--- src/rtl/core/sawc_pkg.sv ---
`timescale 1ns / 1ps
// Shared types and constants for the set-associative write-back cache model.
// Used by the controller, the datapath, the top level and the checker.
package sawc_pkg;

   // Default geometry
   localparam int DEF_NUM_SETS    = 8;
   localparam int DEF_NUM_WAYS    = 4;
   localparam int DEF_BLOCK_BYTES = 32;

   localparam int ADDR_W  = 32;
   localparam int LAT_W   = 8;
   localparam int STALL_W = 9;
   localparam int CNT_W   = 32;
   localparam int CSR_IDX_W = 2;

   // Operation codes
   localparam logic OP_LOAD  = 1'b0;
   localparam logic OP_STORE = 1'b1;

   // Register indexes on the csr port
   localparam logic [CSR_IDX_W-1:0] CSR_CACHE_ENABLE  = 2'd0;
   localparam logic [CSR_IDX_W-1:0] CSR_READ_LATENCY  = 2'd1;
   localparam logic [CSR_IDX_W-1:0] CSR_WRITE_LATENCY = 2'd2;

   // Register reset values
   localparam logic             RST_CACHE_ENABLE  = 1'b1;
   localparam logic [LAT_W-1:0] RST_READ_LATENCY  = 8'd30;
   localparam logic [LAT_W-1:0] RST_WRITE_LATENCY = 8'd10;

   // Request word
   typedef struct packed {
      logic              operation;
      logic [ADDR_W-1:0] address;
   } req_word_type;

   // Response word
   typedef struct packed {
      logic [STALL_W-1:0] stall_cycles;
      logic               hit;
      logic               did_writeback;
      logic [CNT_W-1:0]   load_total;
      logic [CNT_W-1:0]   store_total;
      logic [CNT_W-1:0]   load_miss_total;
      logic [CNT_W-1:0]   store_miss_total;
      logic [CNT_W-1:0]   writeback_total;
   } rsp_word_type;

   // Controller to datapath commands
   typedef struct packed {
      logic capture;   // latch request and read the set row
      logic lookup;    // compare, update the row, register the response
   } sawc_cmd_type;

endpackage

--- src/rtl/core/set_assoc_writeback_cache_model_unit.sv ---
`timescale 1ns / 1ps
// Top level of the set-associative write-back cache timing model.
// Depends on sawc_pkg, sawc_ctrl and sawc_datapath.
//
//   channel  ports                                     flow control
//   -------  ----------------------------------------  ----------------------
//   request  start, busy, req_word                     taken when start & !busy
//   result   rsp_valid, rsp_word                       one-cycle strobe
//   config   csr_valid, csr_ready, csr_index, csr_data taken when valid & ready
//
// Each access reads the set's tag and state row from memory when its word
// is taken, then compares the ways and writes the row back. The result strobe
// comes in the following cycle, in which the next word can already be taken.
// Reset is synchronous; per-set row valid bits make every set read as empty,
// so there is no clearing pass. The result receiver cannot stall the block.
module set_assoc_writeback_cache_model_unit #(
   parameter int NUM_SETS    = sawc_pkg::DEF_NUM_SETS,
   parameter int NUM_WAYS    = sawc_pkg::DEF_NUM_WAYS,
   parameter int BLOCK_BYTES = sawc_pkg::DEF_BLOCK_BYTES
) (
   input  logic                           clock,
   input  logic                           reset,
   input  logic                           start,
   output logic                           busy,
   input  sawc_pkg::req_word_type         req_word,
   output logic                           rsp_valid,
   output sawc_pkg::rsp_word_type         rsp_word,
   input  logic                           csr_valid,
   output logic                           csr_ready,
   input  logic [sawc_pkg::CSR_IDX_W-1:0] csr_index,
   input  logic [sawc_pkg::LAT_W-1:0]     csr_data
);
   import sawc_pkg::*;

   sawc_cmd_type cmd;

   // registers take writes at any time
   assign csr_ready = 1'b1;

   sawc_ctrl u_ctrl (
      .clock (clock),
      .reset (reset),
      .start (start),
      .busy  (busy),
      .cmd   (cmd)
   );

   sawc_datapath #(
      .NUM_SETS    (NUM_SETS),
      .NUM_WAYS    (NUM_WAYS),
      .BLOCK_BYTES (BLOCK_BYTES)
   ) u_datapath (
      .clock     (clock),
      .reset     (reset),
      .cmd       (cmd),
      .req_word  (req_word),
      .csr_valid (csr_valid && csr_ready),
      .csr_index (csr_index),
      .csr_data  (csr_data),
      .rsp_valid (rsp_valid),
      .rsp_word  (rsp_word)
   );

endmodule

--- src/rtl/core/sawc_ctrl.sv ---
`timescale 1ns / 1ps
// Controller for the cache model: two-state sequencer driving the datapath.
// Depends on sawc_pkg.
module sawc_ctrl (
   input  logic                  clock,
   input  logic                  reset,
   input  logic                  start,
   output logic                  busy,
   output sawc_pkg::sawc_cmd_type cmd
);
   import sawc_pkg::*;

   localparam logic ST_IDLE   = 1'b0;
   localparam logic ST_LOOKUP = 1'b1;

   logic state_ff;
   logic state_in;

   // next state: a taken word moves to lookup, then back to idle
   always_comb begin
      state_in = state_ff;
      case (state_ff)
         ST_IDLE:   if (start) state_in = ST_LOOKUP;
         ST_LOOKUP: state_in = ST_IDLE;
         default:   state_in = ST_IDLE;
      endcase
   end

   always_ff @(posedge clock) begin
      if (reset) begin
         state_ff <= ST_IDLE;
      end else begin
         state_ff <= state_in;
      end
   end

   assign busy        = (state_ff == ST_LOOKUP);
   assign cmd.capture = start && (state_ff == ST_IDLE);
   assign cmd.lookup  = (state_ff == ST_LOOKUP);

endmodule

--- src/rtl/core/sawc_datapath.sv ---
`timescale 1ns / 1ps
// Datapath for the cache model: config registers, tag and state memories,
// way compare, counters and the response register. Depends on sawc_pkg.
module sawc_datapath #(
   parameter int NUM_SETS    = sawc_pkg::DEF_NUM_SETS,
   parameter int NUM_WAYS    = sawc_pkg::DEF_NUM_WAYS,
   parameter int BLOCK_BYTES = sawc_pkg::DEF_BLOCK_BYTES
) (
   input  logic                                clock,
   input  logic                                reset,
   input  sawc_pkg::sawc_cmd_type              cmd,
   input  sawc_pkg::req_word_type              req_word,
   input  logic                                csr_valid,
   input  logic [sawc_pkg::CSR_IDX_W-1:0]      csr_index,
   input  logic [sawc_pkg::LAT_W-1:0]          csr_data,
   output logic                                rsp_valid,
   output sawc_pkg::rsp_word_type              rsp_word
);
   import sawc_pkg::*;

   localparam int OFF_W = $clog2(BLOCK_BYTES);
   localparam int SET_W = $clog2(NUM_SETS);
   localparam int TAG_W = ADDR_W - OFF_W - SET_W;
   localparam int WAY_W = (NUM_WAYS > 1) ? $clog2(NUM_WAYS) : 1;
   localparam logic [WAY_W-1:0] LAST_WAY = WAY_W'(NUM_WAYS - 1);

   typedef logic [NUM_WAYS-1:0][TAG_W-1:0] tag_row_type;
   typedef struct packed {
      logic [WAY_W-1:0]    victim;
      logic [NUM_WAYS-1:0] dirty;
      logic [NUM_WAYS-1:0] valid;
   } meta_row_type;

   // Config registers
   logic             cache_enable_ff;
   logic [LAT_W-1:0] read_latency_ff;
   logic [LAT_W-1:0] write_latency_ff;

   always_ff @(posedge clock) begin
      if (reset) begin
         cache_enable_ff  <= RST_CACHE_ENABLE;
         read_latency_ff  <= RST_READ_LATENCY;
         write_latency_ff <= RST_WRITE_LATENCY;
      end else if (csr_valid) begin
         case (csr_index)
            CSR_CACHE_ENABLE:  cache_enable_ff  <= csr_data[0];
            CSR_READ_LATENCY:  read_latency_ff  <= csr_data;
            CSR_WRITE_LATENCY: write_latency_ff <= csr_data;
            default: ;
         endcase
      end
   end

   // Captured request and row read data
   logic              op_ff;
   logic [ADDR_W-1:0] addr_ff;
   tag_row_type       tag_rd_ff;
   meta_row_type      meta_rd_ff;

   tag_row_type  tag_mem  [NUM_SETS];
   meta_row_type meta_mem [NUM_SETS];
   logic [NUM_SETS-1:0] row_valid_ff;

   logic [SET_W-1:0] req_set;
   logic [SET_W-1:0] set;
   logic [TAG_W-1:0] tag;
   assign req_set = req_word.address[OFF_W +: SET_W];
   assign set     = addr_ff[OFF_W +: SET_W];
   assign tag     = addr_ff[ADDR_W-1 -: TAG_W];

   // Lookup logic
   logic                row_ok;
   logic [NUM_WAYS-1:0] valid_w;
   logic [NUM_WAYS-1:0] dirty_w;
   logic [WAY_W-1:0]    victim_w;
   logic                hit_found;
   logic [WAY_W-1:0]    hit_way;
   logic                wb_needed;
   tag_row_type         tag_wr;
   meta_row_type        meta_wr;
   logic [STALL_W-1:0]  stall_calc;

   always_comb begin
      row_ok    = row_valid_ff[set];
      valid_w   = row_ok ? meta_rd_ff.valid  : '0;
      dirty_w   = row_ok ? meta_rd_ff.dirty  : '0;
      victim_w  = row_ok ? meta_rd_ff.victim : '0;
      hit_found = 1'b0;
      hit_way   = '0;
      // first matching valid way wins
      for (int w = 0; w < NUM_WAYS; w++) begin
         if (!hit_found && valid_w[w] && (tag_rd_ff[w] == tag)) begin
            hit_found = 1'b1;
            hit_way   = WAY_W'(w);
         end
      end
      wb_needed      = !hit_found && valid_w[victim_w] && dirty_w[victim_w];
      tag_wr         = tag_rd_ff;
      meta_wr.valid  = valid_w;
      meta_wr.dirty  = dirty_w;
      meta_wr.victim = victim_w;
      if (hit_found) begin
         if (op_ff == OP_STORE) meta_wr.dirty[hit_way] = 1'b1;
      end else begin
         tag_wr[victim_w]        = tag;
         meta_wr.valid[victim_w] = 1'b1;
         meta_wr.dirty[victim_w] = (op_ff == OP_STORE);
         meta_wr.victim          = (victim_w == LAST_WAY) ? '0 : victim_w + 1'b1;
      end
      // stall count
      if (!cache_enable_ff) begin
         stall_calc = {1'b0, (op_ff == OP_STORE) ? write_latency_ff : read_latency_ff};
      end else if (hit_found) begin
         stall_calc = '0;
      end else begin
         stall_calc = {1'b0, read_latency_ff}
                    + (wb_needed ? {1'b0, write_latency_ff} : '0);
      end
   end

   logic mem_we;
   assign mem_we = cmd.lookup && cache_enable_ff;

   // Memories: one row per set, read at capture, written at lookup while the cache is enabled
   always_ff @(posedge clock) begin
      if (mem_we) begin
         tag_mem[set]  <= tag_wr;
         meta_mem[set] <= meta_wr;
      end
      if (cmd.capture) begin
         op_ff      <= req_word.operation;
         addr_ff    <= req_word.address;
         tag_rd_ff  <= tag_mem[req_set];
         meta_rd_ff <= meta_mem[req_set];
      end
   end

   // Per-set row valid bits stand in for a clearing pass
   always_ff @(posedge clock) begin
      if (reset) begin
         row_valid_ff <= '0;
      end else if (mem_we) begin
         row_valid_ff[set] <= 1'b1;
      end
   end

   // Counters
   logic [CNT_W-1:0] load_cnt_ff, store_cnt_ff, load_miss_ff, store_miss_ff, wb_cnt_ff;
   logic [CNT_W-1:0] load_cnt_in, store_cnt_in, load_miss_in, store_miss_in, wb_cnt_in;

   always_comb begin
      load_cnt_in   = load_cnt_ff;
      store_cnt_in  = store_cnt_ff;
      load_miss_in  = load_miss_ff;
      store_miss_in = store_miss_ff;
      wb_cnt_in     = wb_cnt_ff;
      if (mem_we) begin
         if (op_ff == OP_STORE) begin
            store_cnt_in = store_cnt_ff + 32'd1;
            if (!hit_found) store_miss_in = store_miss_ff + 32'd1;
         end else begin
            load_cnt_in = load_cnt_ff + 32'd1;
            if (!hit_found) load_miss_in = load_miss_ff + 32'd1;
         end
         if (wb_needed) wb_cnt_in = wb_cnt_ff + 32'd1;
      end
   end

   always_ff @(posedge clock) begin
      if (reset) begin
         load_cnt_ff   <= '0;
         store_cnt_ff  <= '0;
         load_miss_ff  <= '0;
         store_miss_ff <= '0;
         wb_cnt_ff     <= '0;
      end else begin
         load_cnt_ff   <= load_cnt_in;
         store_cnt_ff  <= store_cnt_in;
         load_miss_ff  <= load_miss_in;
         store_miss_ff <= store_miss_in;
         wb_cnt_ff     <= wb_cnt_in;
      end
   end

   // Response register
   logic         rsp_valid_ff;
   rsp_word_type rsp_ff;

   always_ff @(posedge clock) begin
      if (reset) begin
         rsp_valid_ff <= 1'b0;
      end else begin
         rsp_valid_ff <= cmd.lookup;
      end
   end

   always_ff @(posedge clock) begin
      if (cmd.lookup) begin
         rsp_ff.stall_cycles     <= stall_calc;
         rsp_ff.hit              <= cache_enable_ff && hit_found;
         rsp_ff.did_writeback    <= cache_enable_ff && wb_needed;
         rsp_ff.load_total       <= load_cnt_in;
         rsp_ff.store_total      <= store_cnt_in;
         rsp_ff.load_miss_total  <= load_miss_in;
         rsp_ff.store_miss_total <= store_miss_in;
         rsp_ff.writeback_total  <= wb_cnt_in;
      end
   end

   assign rsp_valid = rsp_valid_ff;
   assign rsp_word  = rsp_ff;

endmodule

--- config.mk ---
export PLATFORM = sky130hd
export DESIGN_NAME = set_assoc_writeback_cache_model_unit
export DESIGN_NICKNAME = d
export VERILOG_FILES = /design/src/rtl/core/sawc_pkg.sv /design/src/rtl/core/set_assoc_writeback_cache_model_unit.sv /design/src/rtl/core/sawc_ctrl.sv /design/src/rtl/core/sawc_datapath.sv
export SDC_FILE = /design/constraint.sdc
export NUM_CORES = 1
export LEC_CHECK = 0
export BUFFER_PORTS_ARGS = -buffer_cell sky130_fd_sc_hd__buf_4
export CAP_MARGIN = 5
export CORE_MARGIN = 4
export CORE_UTILIZATION = 35
export CTS_CLUSTER_DIAMETER = 60
export DETAILED_ROUTE_END_ITERATION = 12
export GPL_TIMING_DRIVEN = 0
export PLACE_DENSITY = 0.5
export SYNTH_ARGS = -nofsm -noshare
export SYNTH_HDL_FRONTEND = slang
export SYNTH_SLANG_ARGS = --single-unit
--- constraint.sdc ---
create_clock -name clock -period 23.3 [get_ports clock]
set_input_delay 1.165 -clock clock [delete_from_list [all_inputs] [get_ports clock]]
set_output_delay 1.165 -clock clock [all_outputs]
set_load 0.1 [all_outputs]
After elaboration in Yosys (flattened, before gate mapping)
Memory sizes are Yosys's and may differ from the RTL's. A register that Yosys moved wholly into a read port is not among the register bits.
Cells that the tools add are included.

storage, ports and cells
  bits of input ports = 47
  memory bits (read-only) = 0
  memory bits (writable) = 848
  bits in latches = 0
  logic and storage cells = 126
  memories kept = 2
  register bits after elaboration = 391
  output and inout port bits = 174

memory list
  memory               words  width  read ports  clocked after Yosys merged registers in  wr ports  line                 RTL
  u_datapath.tag_mem   8      96     1           1                                        1         sawc_datapath.sv:60  tag_row_type tag_mem [NUM_SETS];
  u_datapath.meta_mem  8      10     1           1                                        1         sawc_datapath.sv:61  meta_row_type meta_mem [NUM_SETS];

operators by class
  shift operators = 0
  add/sub/neg operators = 7
  div/mod/pow operators = 0
  reduce and logical (&&, ||, !) cells = 25
  equal/unequal tests = 7
  bitwise operators = 5
  multiply operators = 0
  order comparisons = 6
  muxes and demuxes = 52

operators by type and width
  operator                 number
  $mux W32                 12
  $add A32 B1 Y32 const B  5
  $bwmux W96               1
  $eq A24 B24 Y1           4
  $mux W96                 1
  $demux W24 S2            1
  $mux W8                  4
  $mux W24                 1
  $mux W4                  5
  $logic_and A1 B1 Y1      16
  $mux W1                  14
  $mux W2                  5
  $add A8 B8 Y9            1
  $or A4 B4 Y4             2
  $or A8 B8 Y8             1
  $lt A2 B3 Y1 const B     2
  $reduce_and A2 Y1        3
  $bmux W1 S2              2
  $bwmux W4                1
  $demux W1 S2             2
  $eq A2 B2 Y1 const B     2
  $ge A2 B1 Y1 const B     2
  $logic_not A1 Y1         4
  $lt A3 B4 Y1 const B     1
  other kinds (9)          10

Depth between registers and ports, before layout
  word-level depth = 24
  mapped depth = 20
  mapped depth without buffers = 16

Hierarchy
Synthesis repeated with hierarchy kept, for this count alone.

second synthesis, totals
  cell total of the unflattened synthesis = 3096
  area, all modules = 53821.6 µm²

modules (own cells, without submodules)
  module                                times used  seq. area each (µm²)  area an instance (µm²)  cells each
  sawc_datapath                         1           38346.8               53764.1                 3090
  sawc_ctrl                             1           20.0                  46.3                    4
  set_assoc_writeback_cache_model_unit  1           0.0                   11.3                    2

Worst setup path before layout
No wires, ideal clock.

  kind = register to register
  from = register u_ctrl.state_ff (netlist: u_ctrl.busy)
  to = memory u_datapath.meta_mem[0][0] (netlist bit), enable pin
  setup time = 0.834 ns
  setup slack = 6.779 ns
  buffers on the path = 0
  data arrival time = 15.687 ns
  clock period less this slack = 16.521 ns
  data required time = 22.466 ns
  stages on the path, launching flop included = 3
  cell sequence = dfxtp_1 nand2_1 nor4_1

on the way
  word-level cells in the longest chain between the ends = 3

RTL lines
  what                           line                  RTL
  from (decl)                    sawc_ctrl.sv:16       logic state_ff;
  from (signal assigned)         sawc_ctrl.sv:33       state_ff <= state_in;
  $logic_and A1 B1 Y1            sawc_datapath.sv:122  assign mem_we = cmd.lookup && cache_enable_ff;
  $mux W1                        sawc_datapath.sv:126  if (mem_we) begin
  $mux W1 (implied by the code)  sawc_datapath.sv:128  meta_mem[set] <= meta_wr;
  to (decl)                      sawc_datapath.sv:61

Every way passes these cells.

Worst setup path after layout
  from = register u_datapath.addr_ff[21]
  to = register u_datapath.rsp_ff, in the netlist u_datapath.rsp_word[169] (data pin)

on the way
  word-level cells in the longest chain between the ends = 22
  elaborated cells between the ends (all ways) = 25
  those cells by class = add/sub: 1; eq/ne: 4; mux: 7; reduce/logical: 13

RTL lines
  what                               line                  RTL
  from (decl)                        sawc_datapath.sv:56   logic [ADDR_W-1:0] addr_ff;
  from (signal assigned)             sawc_datapath.sv:132  addr_ff <= req_word.address;
  $eq A24 B24 Y1                     sawc_datapath.sv:92   if (!hit_found && valid_w[w] && (tag_rd_ff[w] == tag)) begin
  $logic_and A1 B1 Y1                sawc_datapath.sv:92
  $mux W1                            sawc_datapath.sv:92
  $logic_not A1 Y1                   sawc_datapath.sv:92
  $logic_and A1 B1 Y1 (2 in series)  sawc_datapath.sv:92
  $mux W1                            sawc_datapath.sv:92
  $logic_not A1 Y1                   sawc_datapath.sv:92
  $logic_and A1 B1 Y1 (2 in series)  sawc_datapath.sv:92
  [... 4 more ...]                   --
  $mux W1 (*)                        sawc_datapath.sv:92
  $logic_not A1 Y1                   sawc_datapath.sv:97   wb_needed = !hit_found && valid_w[victim_w] && dirty_w[victim_w];
  $logic_and A1 B1 Y1 (2 in series)  sawc_datapath.sv:97
  $mux W8                            sawc_datapath.sv:117  + (wb_needed ? {1'b0, write_latency_ff} : '0);
  $add A8 B8 Y9                      sawc_datapath.sv:117
  $mux W8 (*)                        sawc_datapath.sv:113  end else if (hit_found) begin
  $mux W8 (*)                        sawc_datapath.sv:111  if (!cache_enable_ff) begin
  via u_datapath.stall_calc[7]       sawc_datapath.sv:81   logic [STALL_W-1:0] stall_calc;
  to (decl)                          sawc_datapath.sv:187  rsp_word_type rsp_ff;

Mark *: on every way through the listed nets, which the timed path passes. The rest lies on a longest branch.
A chain may end at the register's enable or synchronous reset.

==> reports/metrics.csv <==
metric,value,unit
CTS tree,done,
average cell area after synthesis,17.4,um^2
GP Congestion,0.775,
fin crit share,0.283,
Worst-Margin Slew,1.28,ns
initial antenna violation count,4,
register area share after synthesis,0.716,
Initial Utilization,0.352,
H-tree depth,4,
WP data required,23.78,ns
Critical Path Start,u_datapath.addr_ff[21],
top post-synthesis cells by area,"edfxtp_1, mux4_2, dfxtp_1, mux2_2, xor2_1",
VDD IR max,0.0591,mV
Die Span Y,399,um
Die Wd,399,um
Post-synth top flop,edfxtp_1,
Buffers on Ports,213,
core area,152000,um^2
Net Sw Frac,0.226,
Synth top area share,0.646,
Routed Wire Length,138,mm
"area leader, netlist",edfxtp_1,
num rows,143,
worst hold start,u_datapath.row_valid_ff[1],
multi-input logic area,14500,um^2
power per cell area,82.7,nW/um^2
Static Leak,21.9,nW
vias in the first global route,29200,
die area,159000,um^2
layout cells sized above 1,0.276,
Int Power,4.10,mW
Post-DRT Antenna Nets,0,
clock root cell,clkbuf_16,
Post-Synthesis Cells,3085,
DR WL/cell,24.2,um
Fin Setup TNS,0,ns
final hold violation count,0,
TritonCTS Buffers,148,
DRC,0,
CTS Sinks,1340,
share of flip-flops with an asynchronous set or reset,0,
NetSw,1.20,mW
post-cts sizing count,0,
first-pass GRT wire length,202,mm
"Slew Viols, Final",0,
run status,"finished, final reports clean",
clk_skew,0.0260,ns
"Reg clk slew, reported paths",0.06,ns
Yosys reg bits,1340,
DR iter-0 viols,2046,
Synthesized Nets,3150,
dpl cells,5445,
First-pass DRT Iterations,5,
CP Max Fanout,10,
Yosys Warn Count,0,
overall routing resource usage,0.173,
"Distinct cells, synth",57,
Finished Cell Area,64000,um^2
vias,29000,
Synth Cell Area,53600,um^2
fin cells,5713,
post-CTS setup buffers,0,
GRT overflow,0,
sequential power share,0.506,
Placed Area,59300,um^2
crit path DAT,7.06,ns
Comb power frac,0.063,
Rel. slew slack,0.147,
routed vias/inst,5.08,
pin count of the biggest net entering global routing,71,
# setup viols final,0,
fin nets,3632,
Setup CP Type,reg2reg,
"Area growth, synth to finish",19.5,%
Post-synth EDFFs,1153,
maxcap violations,0,
Worst-Skew Late Latency,0.77,ns
CP Launch Type,flop,
Detailed Place HPWL,95.1,mm
Hold Buf Count CTS,0,
Clk pwr share,0.431,
Fill cells,13600,
hold crit path type,reg2reg,
Util after Layout,0.421,
clock buffer depth,3,
RR Startpoint,u_datapath.addr_ff[21],
post-layout min period,6.58,ns
I/O Pins,221,
Register Area,38400,um^2
Fmax,152,MHz
Setup crit end kind,flop,
setup repair after global routing missed its margin,false,
[per-layer routing]
metal | GRT usage | vias to the layer above | wire length (um)
li1 | - | 13000 | -
met1 | 0.254 | 15000 | 65500
met2 | 0.262 | 751 | 62200
met3 | 0.0337 | 198 | 7290
met4 | 0.0495 | 4 | 3370
met5 | 0 | - | 25
[cell usage in the layout (no fill, tap or decap), types with 70 or more instances in the layout]
cell type	instances
clkbuf_16	153
xnor2_1	83
buf_4	237
edfxtp_1	1153
nand3_1	79
nor2_1	100
dfxtp_1	186
buf_6	70
nand2_1	160
xor2_1	120
clkbuf_1	151
mux2_2	226
nor2b_1	106
mux4_2	214
a21oi_1	71
[metrics by stage]
step	setup slack (ns)	hold slack, ns	power (mW)
global route	16.34	0.507	5.49
floorplan	6.78	0.435	2.95
detailed placement	16.66	0.459	3.07
global placement	-7.87	0.445	3.08
finish	16.72	0.470	5.29
CTS	16.61	0.472	5.36
[synthesized netlist by cell type, types with 21 or more instances]
cell type  instances
a21oi_1           71
nand3_1           79
or3_1             28
o21ai_0           38
xnor2_1           83
nor2_1           102
mux4_2           214
and3_1            48
or4_1             30
xor2_1           120
nor3_1            21
nand4_1           44
mux2_2           226
nor4_1            30
inv_1             26
clkbuf_1         123
dfxtp_1          187
edfxtp_1        1153
buf_1             22
o31ai_1           31
nand2_1          160
nor2b_1          107
[kinds of logic (layout without fill, tap and decap cells)]
| logic type | Yosys count | count (layout) | share of synthesized area |
|---|---|---|---|
| flip-flops | 1340 | 1340 | 0.716 |
| AND/OR/NAND/NOR | 710 | 710 | 0.0714 |
| multiplexers | 469 | 469 | 0.143 |
| XOR/XNOR | 203 | 203 | 0.0332 |
| buffers and inverters | 186 | 782 | 0.0141 |
| AO/OA/AOI/OAI | 158 | 158 | 0.0174 |
| adder cells (fa/ha/maj) | 18 | 18 | 0.00434 |
| other | 1 | 3 | 0.0000700 |
[flip-flops by register name, summed over array words and instances, names as in the netlist, 8 cells and up]
register                     count
u_datapath.store_miss_ff        32
u_datapath.load_cnt_ff          32
u_datapath.store_cnt_ff         32
u_datapath.addr_ff              27
u_datapath.tag_mem             768
u_datapath.read_latency_ff       8
u_datapath.tag_rd_ff            96
u_datapath.row_valid_ff          8
u_datapath.wb_cnt_ff            32
u_datapath.rsp_word            171
u_datapath.meta_rd_ff           10
u_datapath.meta_mem             80
u_datapath.load_miss_ff         32
u_datapath.write_latency_ff      8
[critical path, cell delays in order (launching register included)]
cell,delay (ns)
edfxtp_1,0.31
clkbuf_1,0.88
xor2_1,0.18
nor4_1,0.68
nand4b_1,0.15
nor4_1,0.91
nor4_2,0.25
clkbuf_1,0.51
buf_2,0.44
buf_2,0.29
nand3_1,0.15
inv_1,0.06
ha_1,0.27
a21o_1,0.19
a21oi_1,0.22
o21ai_0,0.13
a21oi_1,0.24
o21ai_0,0.16
xnor2_1,0.16
o22ai_1,0.11
[final timing paths]
path                            cells past startpoint                          to  slack (ns)
worst min register to register                      2  u_datapath.row_valid_ff[1]        0.47
worst max-delay path                               19    u_datapath.rsp_word[169]       16.72
worst max register to register                     19    u_datapath.rsp_word[169]       16.72
worst min-delay path                                2  u_datapath.row_valid_ff[1]        0.47
[layout make-up]
type                    count  area share
plain buffers             160      0.0103
clock buffers             183      0.0619
diodes                      2   0.0000782
inverters                  26     0.00152
flip-flops and latches   1340       0.599
multi-input cells        1559       0.227
well taps                2030      0.0397
repair buffers            332      0.0488
clock inverters            81      0.0116
[power by group through the flow]
stage          sequential [mW]  clock (mW)  combinational, mW
2_1_floorplan             2.80           0              0.149
3_3_place_gp              2.76           0              0.315
3_5_place_dp              2.73           0              0.335
4_1_cts                   2.68        2.34              0.336
5_1_grt                   2.68        2.45              0.353
6_report                  2.68        2.28              0.331
No activity file was read; power rests on OpenSTA's default activity.
